==> config.mk <==
export PLATFORM = sky130hd
export DESIGN_NAME = block_allocation_bitmap_unit
export DESIGN_NICKNAME = d
export VERILOG_FILES = /design/src/sv/bab_pkg.sv /design/src/sv/bab_ram.sv /design/src/sv/bab_scan.sv /design/src/sv/block_allocation_bitmap_unit.sv
export SDC_FILE = /design/constraint.sdc
export NUM_CORES = 2
export LEC_CHECK = 0
export BUFFER_PORTS_ARGS = -buffer_cell sky130_fd_sc_hd__buf_4
export CAP_MARGIN = 5
export CORE_ASPECT_RATIO = 1.75
export CORE_MARGIN = 3
export CORE_UTILIZATION = 63
export CTS_CLUSTER_SIZE = 8
export DETAILED_ROUTE_END_ITERATION = 12
export GPL_TIMING_DRIVEN = 0
export PLACE_DENSITY = 0.8
export SLEW_MARGIN = 10
export SYNTH_ARGS = -nofsm -noshare
export SYNTH_HDL_FRONTEND = slang
export SYNTH_HIERARCHICAL = 1
export SYNTH_SLANG_ARGS = --single-unit
==> constraint.sdc <==
create_clock -name clk -period 6.7 [get_ports clk]
set_input_delay 1.005 -clock clk [delete_from_list [all_inputs] [get_ports clk]]
set_output_delay 1.005 -clock clk [all_outputs]
set_load 0.01 [all_outputs]
==> src/sv/bab_pkg.sv <==
`timescale 1ns / 1ps
// bab_pkg: shared constants, command and status codes, and word types
// for the block allocation bitmap unit. No dependencies.
package bab_pkg;

  // map geometry
  localparam int MAX_BLOCKS = 1024;
  localparam int IDX_W      = 10;
  localparam int CNT_W      = 11;
  localparam int WORD_W     = 32;
  localparam int BIT_W      = $clog2(WORD_W);
  localparam int NUM_ROWS   = MAX_BLOCKS / WORD_W;
  localparam int ROW_AW     = $clog2(NUM_ROWS);
  localparam int ROW_W      = ROW_AW + 1;

  // command codes
  localparam logic [1:0] CMD_MARK = 2'd0;
  localparam logic [1:0] CMD_FREE = 2'd1;
  localparam logic [1:0] CMD_TEST = 2'd2;
  localparam logic [1:0] CMD_FIND = 2'd3;

  // status codes
  localparam logic [1:0] ST_DONE    = 2'd0;
  localparam logic [1:0] ST_REFUSED = 2'd1;
  localparam logic [1:0] ST_BAD     = 2'd2;

  // input word
  typedef struct packed {
    logic [1:0]       command;
    logic [IDX_W-1:0] block_index;
  } bab_in_t;

  // result word
  typedef struct packed {
    logic [1:0]       status;
    logic [IDX_W-1:0] found_index;
    logic [CNT_W-1:0] free_count;
    logic [IDX_W-1:0] lowest_free;
    logic             lowest_free_valid;
  } bab_out_t;

  // request to the row scanner
  typedef struct packed {
    logic [WORD_W-1:0] word;
    logic [BIT_W-1:0]  lo_bit;
    logic [BIT_W:0]    limit;
  } scan_req_t;

  // answer of the row scanner
  typedef struct packed {
    logic             found;
    logic [BIT_W-1:0] pos;
  } scan_res_t;

endpackage

==> src/sv/bab_ram.sv <==
`timescale 1ns / 1ps
// bab_ram: generic simple dual-port RAM, one write and one registered read.
// No dependencies.
module bab_ram #(
  parameter int WIDTH = 32,
  parameter int DEPTH = 32
) (
  input  logic                     clk,
  input  logic                     wr_en,
  input  logic [$clog2(DEPTH)-1:0] wr_addr,
  input  logic [WIDTH-1:0]         wr_data,
  input  logic                     rd_en,
  input  logic [$clog2(DEPTH)-1:0] rd_addr,
  output logic [WIDTH-1:0]         rd_data
);

  logic [WIDTH-1:0] mem [DEPTH];

  // write port
  always_ff @(posedge clk) begin
    if (wr_en) begin
      mem[wr_addr] <= wr_data;
    end
  end

  // registered read port
  always_ff @(posedge clk) begin
    if (rd_en) begin
      rd_data <= mem[rd_addr];
    end
  end

endmodule

==> src/sv/bab_scan.sv <==
`timescale 1ns / 1ps
// bab_scan: finds the lowest clear bit of one map row between a start bit
// and a bit limit. Depends on bab_pkg.
module bab_scan (
  input  bab_pkg::scan_req_t req,
  output bab_pkg::scan_res_t res
);
  import bab_pkg::*;

  logic [WORD_W-1:0] cand;
  logic [BIT_W-1:0]  pos;

  // free bits inside the window
  always_comb begin
    for (int i = 0; i < WORD_W; i++) begin
      cand[i] = !req.word[i] &&
                ((BIT_W+1)'(i) >= {1'b0, req.lo_bit}) &&
                ((BIT_W+1)'(i) < req.limit);
    end
  end

  // priority encode, lowest bit wins
  always_comb begin
    pos = '0;
    for (int i = WORD_W - 1; i >= 0; i--) begin
      if (cand[i]) begin
        pos = BIT_W'(i);
      end
    end
  end

  assign res.found = |cand;
  assign res.pos   = pos;

endmodule

==> src/sv/block_allocation_bitmap_unit.sv <==
`timescale 1ns / 1ps
// block_allocation_bitmap_unit: top level of the free-space bitmap allocator.
// Depends on bab_pkg, bab_ram and bab_scan.
//
// Usage:
//  - in channel (in_valid/in_stall/in_data) carries one command word: mark
//    used, free, test used, or find the first free block from an index.
//  - out channel (out_valid/out_stall/out_data) returns one result word per
//    command: status, found index, free count and the tracked lowest free.
//  - cfg channel (cfg_valid/cfg_ready/cfg_data) writes block_count; it clears
//    the map at once and may only be used while no command is in flight.
// Mark, free and test go through the execute and done states to the result
// register; a bad index goes straight to done. Find, and a mark of the tracked
// lowest free block, scan the map one 32-bit row per cycle (request, then scan
// states) through the shared row scanner and RAM read port before done.
// One command is worked on at a time; in_stall is high until its result is
// in the output register, so no new command is taken before then.
// Reset clears the map (per-row valid flops, no sweep), sets block_count and
// the free count to 1024 and the lowest free to block 0.
// While out_stall is high a finished result waits in the output register and
// the next result holds in the sequencer until it is taken.
module block_allocation_bitmap_unit (
  input  logic               clk,
  input  logic               rst_n,
  input  logic               in_valid,
  output logic               in_stall,
  input  bab_pkg::bab_in_t   in_data,
  output logic               out_valid,
  input  logic               out_stall,
  output bab_pkg::bab_out_t  out_data,
  input  logic               cfg_valid,
  output logic               cfg_ready,
  input  logic [bab_pkg::CNT_W-1:0] cfg_data
);
  import bab_pkg::*;

  localparam logic [2:0] S_IDLE = 3'd0;
  localparam logic [2:0] S_EXEC = 3'd1;
  localparam logic [2:0] S_SREQ = 3'd2;
  localparam logic [2:0] S_SCAN = 3'd3;
  localparam logic [2:0] S_DONE = 3'd4;

  logic [2:0]        state_r, state_nxt;
  logic [1:0]        cmd_r, cmd_nxt;
  logic [IDX_W-1:0]  idx_r, idx_nxt;
  logic [CNT_W-1:0]  block_count_r, block_count_nxt;
  logic [CNT_W-1:0]  free_total_r, free_total_nxt;
  logic [IDX_W-1:0]  first_free_r, first_free_nxt;
  logic              first_free_ok_r, first_free_ok_nxt;
  logic [NUM_ROWS-1:0] row_valid_r, row_valid_nxt;
  logic [ROW_W-1:0]  srch_row_r, srch_row_nxt;
  logic [BIT_W-1:0]  from_bit_r, from_bit_nxt;
  logic              first_row_r, first_row_nxt;
  logic [1:0]        res_status_r, res_status_nxt;
  logic [IDX_W-1:0]  res_found_r, res_found_nxt;
  logic              out_valid_r, out_valid_nxt;
  bab_out_t          out_data_r, out_data_nxt;

  logic              ram_wr_en, ram_rd_en;
  logic [ROW_AW-1:0] ram_wr_addr, ram_rd_addr;
  logic [WORD_W-1:0] ram_wr_data, ram_rd_data;
  logic [ROW_AW-1:0] rd_row_r, rd_row_nxt;

  logic [WORD_W-1:0] cur_word;
  logic              cur_bit;
  logic [CNT_W-1:0]  srch_base, next_base, rem_bits, cfg_clamped, mark_from;
  logic              in_acc;
  scan_req_t         scan_req;
  scan_res_t         scan_res;

  // map storage, one row of blocks per word
  bab_ram #(.WIDTH(WORD_W), .DEPTH(NUM_ROWS)) u_map (
    .clk     (clk),
    .wr_en   (ram_wr_en),
    .wr_addr (ram_wr_addr),
    .wr_data (ram_wr_data),
    .rd_en   (ram_rd_en),
    .rd_addr (ram_rd_addr),
    .rd_data (ram_rd_data)
  );

  // shared row scanner
  bab_scan u_scan (
    .req (scan_req),
    .res (scan_res)
  );

  assign in_acc    = in_valid && !in_stall;
  assign in_stall  = (state_r != S_IDLE);
  assign cfg_ready = 1'b1;
  assign out_valid = out_valid_r;
  assign out_data  = out_data_r;

  // rows never written since the last clear read as all free
  assign cur_word  = row_valid_r[rd_row_r] ? ram_rd_data : '0;
  assign cur_bit   = cur_word[idx_r[BIT_W-1:0]];
  assign mark_from = CNT_W'(idx_r) + CNT_W'(1);

  // search window bounds for the current row
  assign srch_base = {srch_row_r, {BIT_W{1'b0}}};
  assign next_base = srch_base + CNT_W'(WORD_W);
  assign rem_bits  = block_count_r - srch_base;

  assign scan_req.word   = cur_word;
  assign scan_req.lo_bit = first_row_r ? from_bit_r : '0;
  assign scan_req.limit  = (rem_bits >= CNT_W'(WORD_W)) ? (BIT_W+1)'(WORD_W)
                                                        : rem_bits[BIT_W:0];

  // register write clamp
  always_comb begin
    cfg_clamped = cfg_data;
    if (cfg_data == '0) begin
      cfg_clamped = CNT_W'(1);
    end else if (cfg_data > CNT_W'(MAX_BLOCKS)) begin
      cfg_clamped = CNT_W'(MAX_BLOCKS);
    end
  end

  // sequencer
  always_comb begin
    state_nxt         = state_r;
    cmd_nxt           = cmd_r;
    idx_nxt           = idx_r;
    block_count_nxt   = block_count_r;
    free_total_nxt    = free_total_r;
    first_free_nxt    = first_free_r;
    first_free_ok_nxt = first_free_ok_r;
    row_valid_nxt     = row_valid_r;
    srch_row_nxt      = srch_row_r;
    from_bit_nxt      = from_bit_r;
    first_row_nxt     = first_row_r;
    res_status_nxt    = res_status_r;
    res_found_nxt     = res_found_r;
    out_valid_nxt     = out_valid_r;
    out_data_nxt      = out_data_r;
    rd_row_nxt        = rd_row_r;
    ram_wr_en         = 1'b0;
    ram_wr_addr       = idx_r[IDX_W-1:BIT_W];
    ram_wr_data       = cur_word;
    ram_rd_en         = 1'b0;
    ram_rd_addr       = rd_row_r;

    if (out_valid_r && !out_stall) begin
      out_valid_nxt = 1'b0;
    end

    case (state_r)
      S_IDLE: begin
        if (in_acc) begin
          cmd_nxt        = in_data.command;
          idx_nxt        = in_data.block_index;
          res_found_nxt  = '0;
          res_status_nxt = ST_DONE;
          if (CNT_W'(in_data.block_index) >= block_count_r) begin
            res_status_nxt = ST_BAD;
            state_nxt      = S_DONE;
          end else begin
            ram_rd_en   = 1'b1;
            ram_rd_addr = in_data.block_index[IDX_W-1:BIT_W];
            rd_row_nxt  = in_data.block_index[IDX_W-1:BIT_W];
            state_nxt   = S_EXEC;
          end
        end
      end

      S_EXEC: begin
        state_nxt = S_DONE;
        case (cmd_r)
          CMD_MARK: begin
            if (cur_bit) begin
              res_status_nxt = ST_REFUSED;
            end else begin
              ram_wr_en   = 1'b1;
              ram_wr_data = cur_word | (WORD_W'(1) << idx_r[BIT_W-1:0]);
              row_valid_nxt[idx_r[IDX_W-1:BIT_W]] = 1'b1;
              if (free_total_r != '0) begin
                free_total_nxt = free_total_r - CNT_W'(1);
              end
              if (first_free_ok_r && idx_r == first_free_r) begin
                srch_row_nxt  = mark_from[CNT_W-1:BIT_W];
                from_bit_nxt  = mark_from[BIT_W-1:0];
                first_row_nxt = 1'b1;
                state_nxt     = S_SREQ;
              end
            end
          end
          CMD_FREE: begin
            if (!cur_bit) begin
              res_status_nxt = ST_REFUSED;
            end else begin
              ram_wr_en   = 1'b1;
              ram_wr_data = cur_word & ~(WORD_W'(1) << idx_r[BIT_W-1:0]);
              row_valid_nxt[idx_r[IDX_W-1:BIT_W]] = 1'b1;
              free_total_nxt = free_total_r + CNT_W'(1);
              if (!first_free_ok_r || idx_r < first_free_r) begin
                first_free_nxt    = idx_r;
                first_free_ok_nxt = 1'b1;
              end
            end
          end
          CMD_TEST: begin
            res_status_nxt = cur_bit ? ST_DONE : ST_REFUSED;
          end
          default: begin
            srch_row_nxt  = {1'b0, idx_r[IDX_W-1:BIT_W]};
            from_bit_nxt  = idx_r[BIT_W-1:0];
            first_row_nxt = 1'b1;
            state_nxt     = S_SREQ;
          end
        endcase
      end

      S_SREQ: begin
        if (srch_base >= block_count_r) begin
          // nothing left to search
          if (cmd_r == CMD_MARK) begin
            first_free_nxt    = '0;
            first_free_ok_nxt = 1'b0;
          end else begin
            res_status_nxt = ST_REFUSED;
          end
          state_nxt = S_DONE;
        end else begin
          ram_rd_en   = 1'b1;
          ram_rd_addr = srch_row_r[ROW_AW-1:0];
          rd_row_nxt  = srch_row_r[ROW_AW-1:0];
          state_nxt   = S_SCAN;
        end
      end

      S_SCAN: begin
        if (scan_res.found) begin
          if (cmd_r == CMD_MARK) begin
            first_free_nxt = {srch_row_r[ROW_AW-1:0], scan_res.pos};
          end else begin
            res_found_nxt = {srch_row_r[ROW_AW-1:0], scan_res.pos};
          end
          state_nxt = S_DONE;
        end else if (next_base >= block_count_r) begin
          if (cmd_r == CMD_MARK) begin
            first_free_nxt    = '0;
            first_free_ok_nxt = 1'b0;
          end else begin
            res_status_nxt = ST_REFUSED;
          end
          state_nxt = S_DONE;
        end else begin
          // fetch the next row while this one is checked
          srch_row_nxt  = srch_row_r + ROW_W'(1);
          first_row_nxt = 1'b0;
          ram_rd_en     = 1'b1;
          ram_rd_addr   = srch_row_nxt[ROW_AW-1:0];
          rd_row_nxt    = srch_row_nxt[ROW_AW-1:0];
        end
      end

      S_DONE: begin
        if (!out_valid_r || !out_stall) begin
          out_valid_nxt                  = 1'b1;
          out_data_nxt.status            = res_status_r;
          out_data_nxt.found_index       = res_found_r;
          out_data_nxt.free_count        = free_total_r;
          out_data_nxt.lowest_free       = first_free_ok_r ? first_free_r : '0;
          out_data_nxt.lowest_free_valid = first_free_ok_r;
          state_nxt                      = S_IDLE;
        end
      end

      default: begin
        state_nxt = S_IDLE;
      end
    endcase

    // register write clears the map
    if (cfg_valid && cfg_ready) begin
      block_count_nxt   = cfg_clamped;
      free_total_nxt    = cfg_clamped;
      first_free_nxt    = '0;
      first_free_ok_nxt = 1'b1;
      row_valid_nxt     = '0;
    end
  end

  // control state
  always_ff @(posedge clk) begin
    if (!rst_n) begin
      state_r         <= S_IDLE;
      block_count_r   <= CNT_W'(MAX_BLOCKS);
      free_total_r    <= CNT_W'(MAX_BLOCKS);
      first_free_r    <= '0;
      first_free_ok_r <= 1'b1;
      row_valid_r     <= '0;
      out_valid_r     <= 1'b0;
    end else begin
      state_r         <= state_nxt;
      block_count_r   <= block_count_nxt;
      free_total_r    <= free_total_nxt;
      first_free_r    <= first_free_nxt;
      first_free_ok_r <= first_free_ok_nxt;
      row_valid_r     <= row_valid_nxt;
      out_valid_r     <= out_valid_nxt;
    end
  end

  // payload registers
  always_ff @(posedge clk) begin
    cmd_r        <= cmd_nxt;
    idx_r        <= idx_nxt;
    srch_row_r   <= srch_row_nxt;
    from_bit_r   <= from_bit_nxt;
    first_row_r  <= first_row_nxt;
    res_status_r <= res_status_nxt;
    res_found_r  <= res_found_nxt;
    out_data_r   <= out_data_nxt;
    rd_row_r     <= rd_row_nxt;
  end

  // free count never exceeds the block count
  a_free_bound: assert property (@(posedge clk) disable iff (!rst_n)
    free_total_r <= block_count_r)
    else $error("free count above block count");

  // tracked lowest free block lies inside the store
  a_first_bound: assert property (@(posedge clk) disable iff (!rst_n)
    first_free_ok_r |-> (CNT_W'(first_free_r) < block_count_r))
    else $error("lowest free block out of range");

  // an accepted word leaves the idle state
  a_busy: assert property (@(posedge clk) disable iff (!rst_n)
    in_acc |=> (state_r != S_IDLE))
    else $error("sequencer stayed idle after accept");

  // a row is only scanned while inside the store
  a_scan_range: assert property (@(posedge clk) disable iff (!rst_n)
    (state_r == S_SCAN) |-> (srch_base < block_count_r))
    else $error("scan past block count");

  // a result is loaded only from the done state
  a_load: assert property (@(posedge clk) disable iff (!rst_n)
    $rose(out_valid_r) |-> ($past(state_r) == S_DONE))
    else $error("result loaded outside done state");

endmodule
==> impl_metrics.env <==
export IMPL_seq_area_frac_synth=0.690
export IMPL_met1_length_microns=46200
export IMPL_die_area_sq_mm=0.0847
export IMPL_clock_skew_ns=0.0374
export IMPL_antenna_found_initial=1
export IMPL_clk_latency_ns=0.77
export IMPL_port_buffers=62
export IMPL_fin_crit_ns=6.72
export IMPL_fmax_ghz=0.149
export IMPL_synthArstFlopShare=0
export IMPL_combinationalPowerShare=0.331
export IMPL_yosys_cell_count_top_type="edfxtp_1"
export IMPL_gr_total_overflow=0
export IMPL_syn_avg_cell_area_sq_um=14.9
export IMPL_crit_type="flip-flop to flip-flop"
export IMPL_ctsHoldBuffers=0
export IMPL_synth_adder_area_share=0.0137
export IMPL_cp_common_cell="buf_12"
export IMPL_max_vdd_ir_drop_v=0.000270
export IMPL_synth_top_family_by_area="multiplexers"
export IMPL_drv_cap=0
export IMPL_grt_max_degree=33
export IMPL_outcome="complete, but fails checks"
export IMPL_die_height_microns=383
export IMPL_drtIter0Drc=3702
export IMPL_synth_top_area_cell="edfxtp_1"
export IMPL_min_path_type="input pin to flip-flop"
export IMPL_drt_pass1_iter_count=6
export IMPL_dr_wl_met2_microns=81100
export IMPL_crit_slowest_cell="or4_4"
export IMPL_critPathArrivalTime_ns=7.20
export IMPL_ys_types=95
export IMPL_io_pins=65
export IMPL_switchingPower_mw=9.32
export IMPL_core_area_sq_mm=0.0801
export IMPL_setup_viol=1
export IMPL_highest_layer="met4"
export IMPL_cp_required_ns=7.18
export IMPL_p_leak_nw=22.2
export IMPL_synth_compound_area_frac=0.0866
export IMPL_finalWirelength_microns=155000
export IMPL_synth_area_mux_share=0.113
export IMPL_hpwl_microns=100000
export IMPL_stdcell_area_sq_mm=0.0604
export IMPL_num_rows=137
export IMPL_vias=33200
export IMPL_drive_gt1_frac=0.186
export IMPL_power_density_mw_per_mm2=439
export IMPL_fin_util=0.755
export IMPL_drc=0
export IMPL_slew_viol_final=0
export IMPL_hold_viol=0
export IMPL_clkTransAtPathRegs_ns=0.05
export IMPL_ys_flop_type="edfxtp_1"
export IMPL_final_seq_area_sq_mm=0.0353
export IMPL_synthXorXnorAreaFrac=0.00377
export IMPL_cp_top_family="simple AND/OR/NAND/NOR gates"
export IMPL_syn_cell_area_sq_mm=0.0511
export IMPL_multiInputGateArea_sq_mm=0.0158
export IMPL_synth_edff_count=1126
export IMPL_synth_area_top_cells="edfxtp_1 (66%), mux2i_1 (11%), dfxtp_1 (2.9%)"
export IMPL_rsz0062_at_grt="yes"
export IMPL_area_growth_pct=18.2
export IMPL_vias_per_cell=6.88
export IMPL_met3_length_microns=12200
export IMPL_synth_top_cell_area_share=0.661
export IMPL_synth_seq_cells=1200
export IMPL_routabilityCongestion=1.03
export IMPL_crit_buf_inv=10
export IMPL_num_fill_cells=4482
export IMPL_maxSlewHeadroom=0.0842
export IMPL_synth_simple_area_share=0.0676
export IMPL_clock_sinks=1200
export IMPL_netlist_top_cells_count="edfxtp_1 (1126), mux2i_1 (540), nand2_1 (219)"
export IMPL_fin_crit_sh=1.00
export IMPL_clkPwrFrac=0.284
export IMPL_fin_ws_ns=-0.0196
export IMPL_cts_root_buf="clkbuf_16"
export IMPL_failed_checks="negative setup slack"
export IMPL_tns_ns=-0.0196
export IMPL_grt_pass1_vias=33900
export IMPL_worst_setup_path_end_kind="flip-flop"
export IMPL_internal_power_mw=17.2
export IMPL_cts_buffer_depth=3
export IMPL_finalNetCount=3831
export IMPL_start_util=0.639
export IMPL_synth_nets=3524
export IMPL_grt_use_total=0.355
export IMPL_die_w_microns=221
export IMPL_wl_per_cell_microns=32.1
export IMPL_final_antenna_net_count=0
export IMPL_seq_power_share=0.385
export IMPL_htreeDepth=4
export IMPL_critPathLaunchType="flip-flop"
export IMPL_postSynthCellCount=3442
export IMPL_switching_share=0.351
export IMPL_max_stage_delay_ns=0.46
export IMPL_worstPathMaxFanout=10
export IMPL_tritoncts="yes"
export IMPL_ys_warnings_count=6
export IMPL_grt_pass1_wl_microns=218000
export IMPL_numCtsBuffers=168
export IMPL_place_area_sq_mm=0.0542
export IMPL_tightest_slew_ns=1.37
==> cells in the final DEF, fill, tap and decap left out, types with 29 or more instances in the layout <==
cell type and instances:
o21ai_0 43, a22o_1 78, nor2_1 98, mux2i_1 524, nor2_4 32, a22oi_1 108, and2_1 48, ha_1 51
a21oi_1 182, edfxtp_1 1126, buf_6 39, buf_4 121, nand3_1 107, nand2_1 214, nor3_1 29, clkbuf_16 171
inv_1 52, dfxtp_1 74, clkbuf_1 62
==> flip-flops by register name, summed over array words and instances (netlist names) <==
signal / count
res_found_r: 10
first_free_ok_r: 1
srch_row_r: 6
idx_r: 10
block_count_r: 11
out_valid: 1
row_valid_r: 32
u_map/mem: 1024
u_map/rd_data: 32
from_bit_r: 5
first_row_r: 1
rd_row_r: 5
out_data: 34
free_total_r: 11
cmd_r: 2
state_r: 3
res_status_r: 2
first_free_r: 10
==> worst register-to-register path: cells and delay by family (launching register included) <==
family / cells / cell delay, ns
buffers and inverters: 10 / 1.64
adders and majority gates: 1 / 0.29
muxes: 1 / 0.28
AOI/OAI and AO/OA: 7 / 1.57
and+or+nand+nor: 11 / 2.25
DFF: 1 / 0.42
==> final timing paths <==
path	from	to	slack [ns]	cells after the start
max	srch_row_r[2]$_DFFE_PP_	u_map/rd_data[29]$_DFFE_PP_	-0.02	30
min reg2reg	res_status_r[0]$_DFFE_PP_	out_data[32]$_DFFE_PP_	0.42	0
min	in_data[11]	cmd_r[1]$_DFFE_PP_	0.42	1
max reg2reg	srch_row_r[2]$_DFFE_PP_	u_map/rd_data[29]$_DFFE_PP_	-0.02	30
==> metal layers <==
metal | track usage | vias to the layer above
met5 | 0 | -
met4 | 0.305 | 0
met3 | 0.0761 | 697
met2 | 0.636 | 2155
met1 | 0.342 | 16400
li1 | - | 13900
==> power by group through the flow <==
stage	registers (mW)	logic (mW)	clock network, mW
after detailed placement	10.3	7.46	0
after CTS	10.2	8.01	7.53
after global placement	10.4	7.10	0
final	10.2	8.79	7.54
after floorplan	10.2	4.43	0
after global routing	10.2	9.04	7.91
==> per-stage QoR <==
step           hold WS [ns]  power [mW]  std cells  setup WS, ns
6_report              0.420        26.5       4826       -0.0196
5_1_grt               0.397        27.2       4825        -0.153
4_1_cts               0.389        25.8       4803       0.00668
3_5_place_dp          0.411        17.8       4587         -2.16
3_3_place_gp          0.401        17.5       4546         -2.08
2_1_floorplan         0.400        14.6       3442         0.884
==> area by class of cell <==
| type | instances | share of cell area |
|---|---|---|
| well taps | 1042 | 0.0216 |
| repair buffers | 141 | 0.0294 |
| plain buffers | 189 | 0.0247 |
| inverters | 59 | 0.00371 |
| clock buffers | 191 | 0.0720 |
| clock inverters | 13 | 0.00346 |
| diodes | 1 | 0.0000414 |
| multi-input cells | 1990 | 0.261 |
| flip-flops and latches | 1200 | 0.584 |
==> cell families (layout without fill, tap and decap cells) <==
kind of cell,after synthesis,in the layout
flops,1200,1200
compound gates,641,641
other cells,1,2
fa+ha+maj,55,55
buf+inv,252,593
mux,558,558
xor+xnor,22,22
simple gates,713,713
==> repair_timing <==
| item | 4_1_cts | 5_1_grt |
|---|---|---|
| hold endpoints to repair | 0 | 0 |
| endpoints found under the setup margin | 64 | 32 |
| resized for setup | 209 | 150 |
| gates cloned | 1 | 0 |
| pin swaps | 16 | 23 |
| setup buffers | 14 | 22 |
Note: power is estimated with default switching activity, not from simulation.
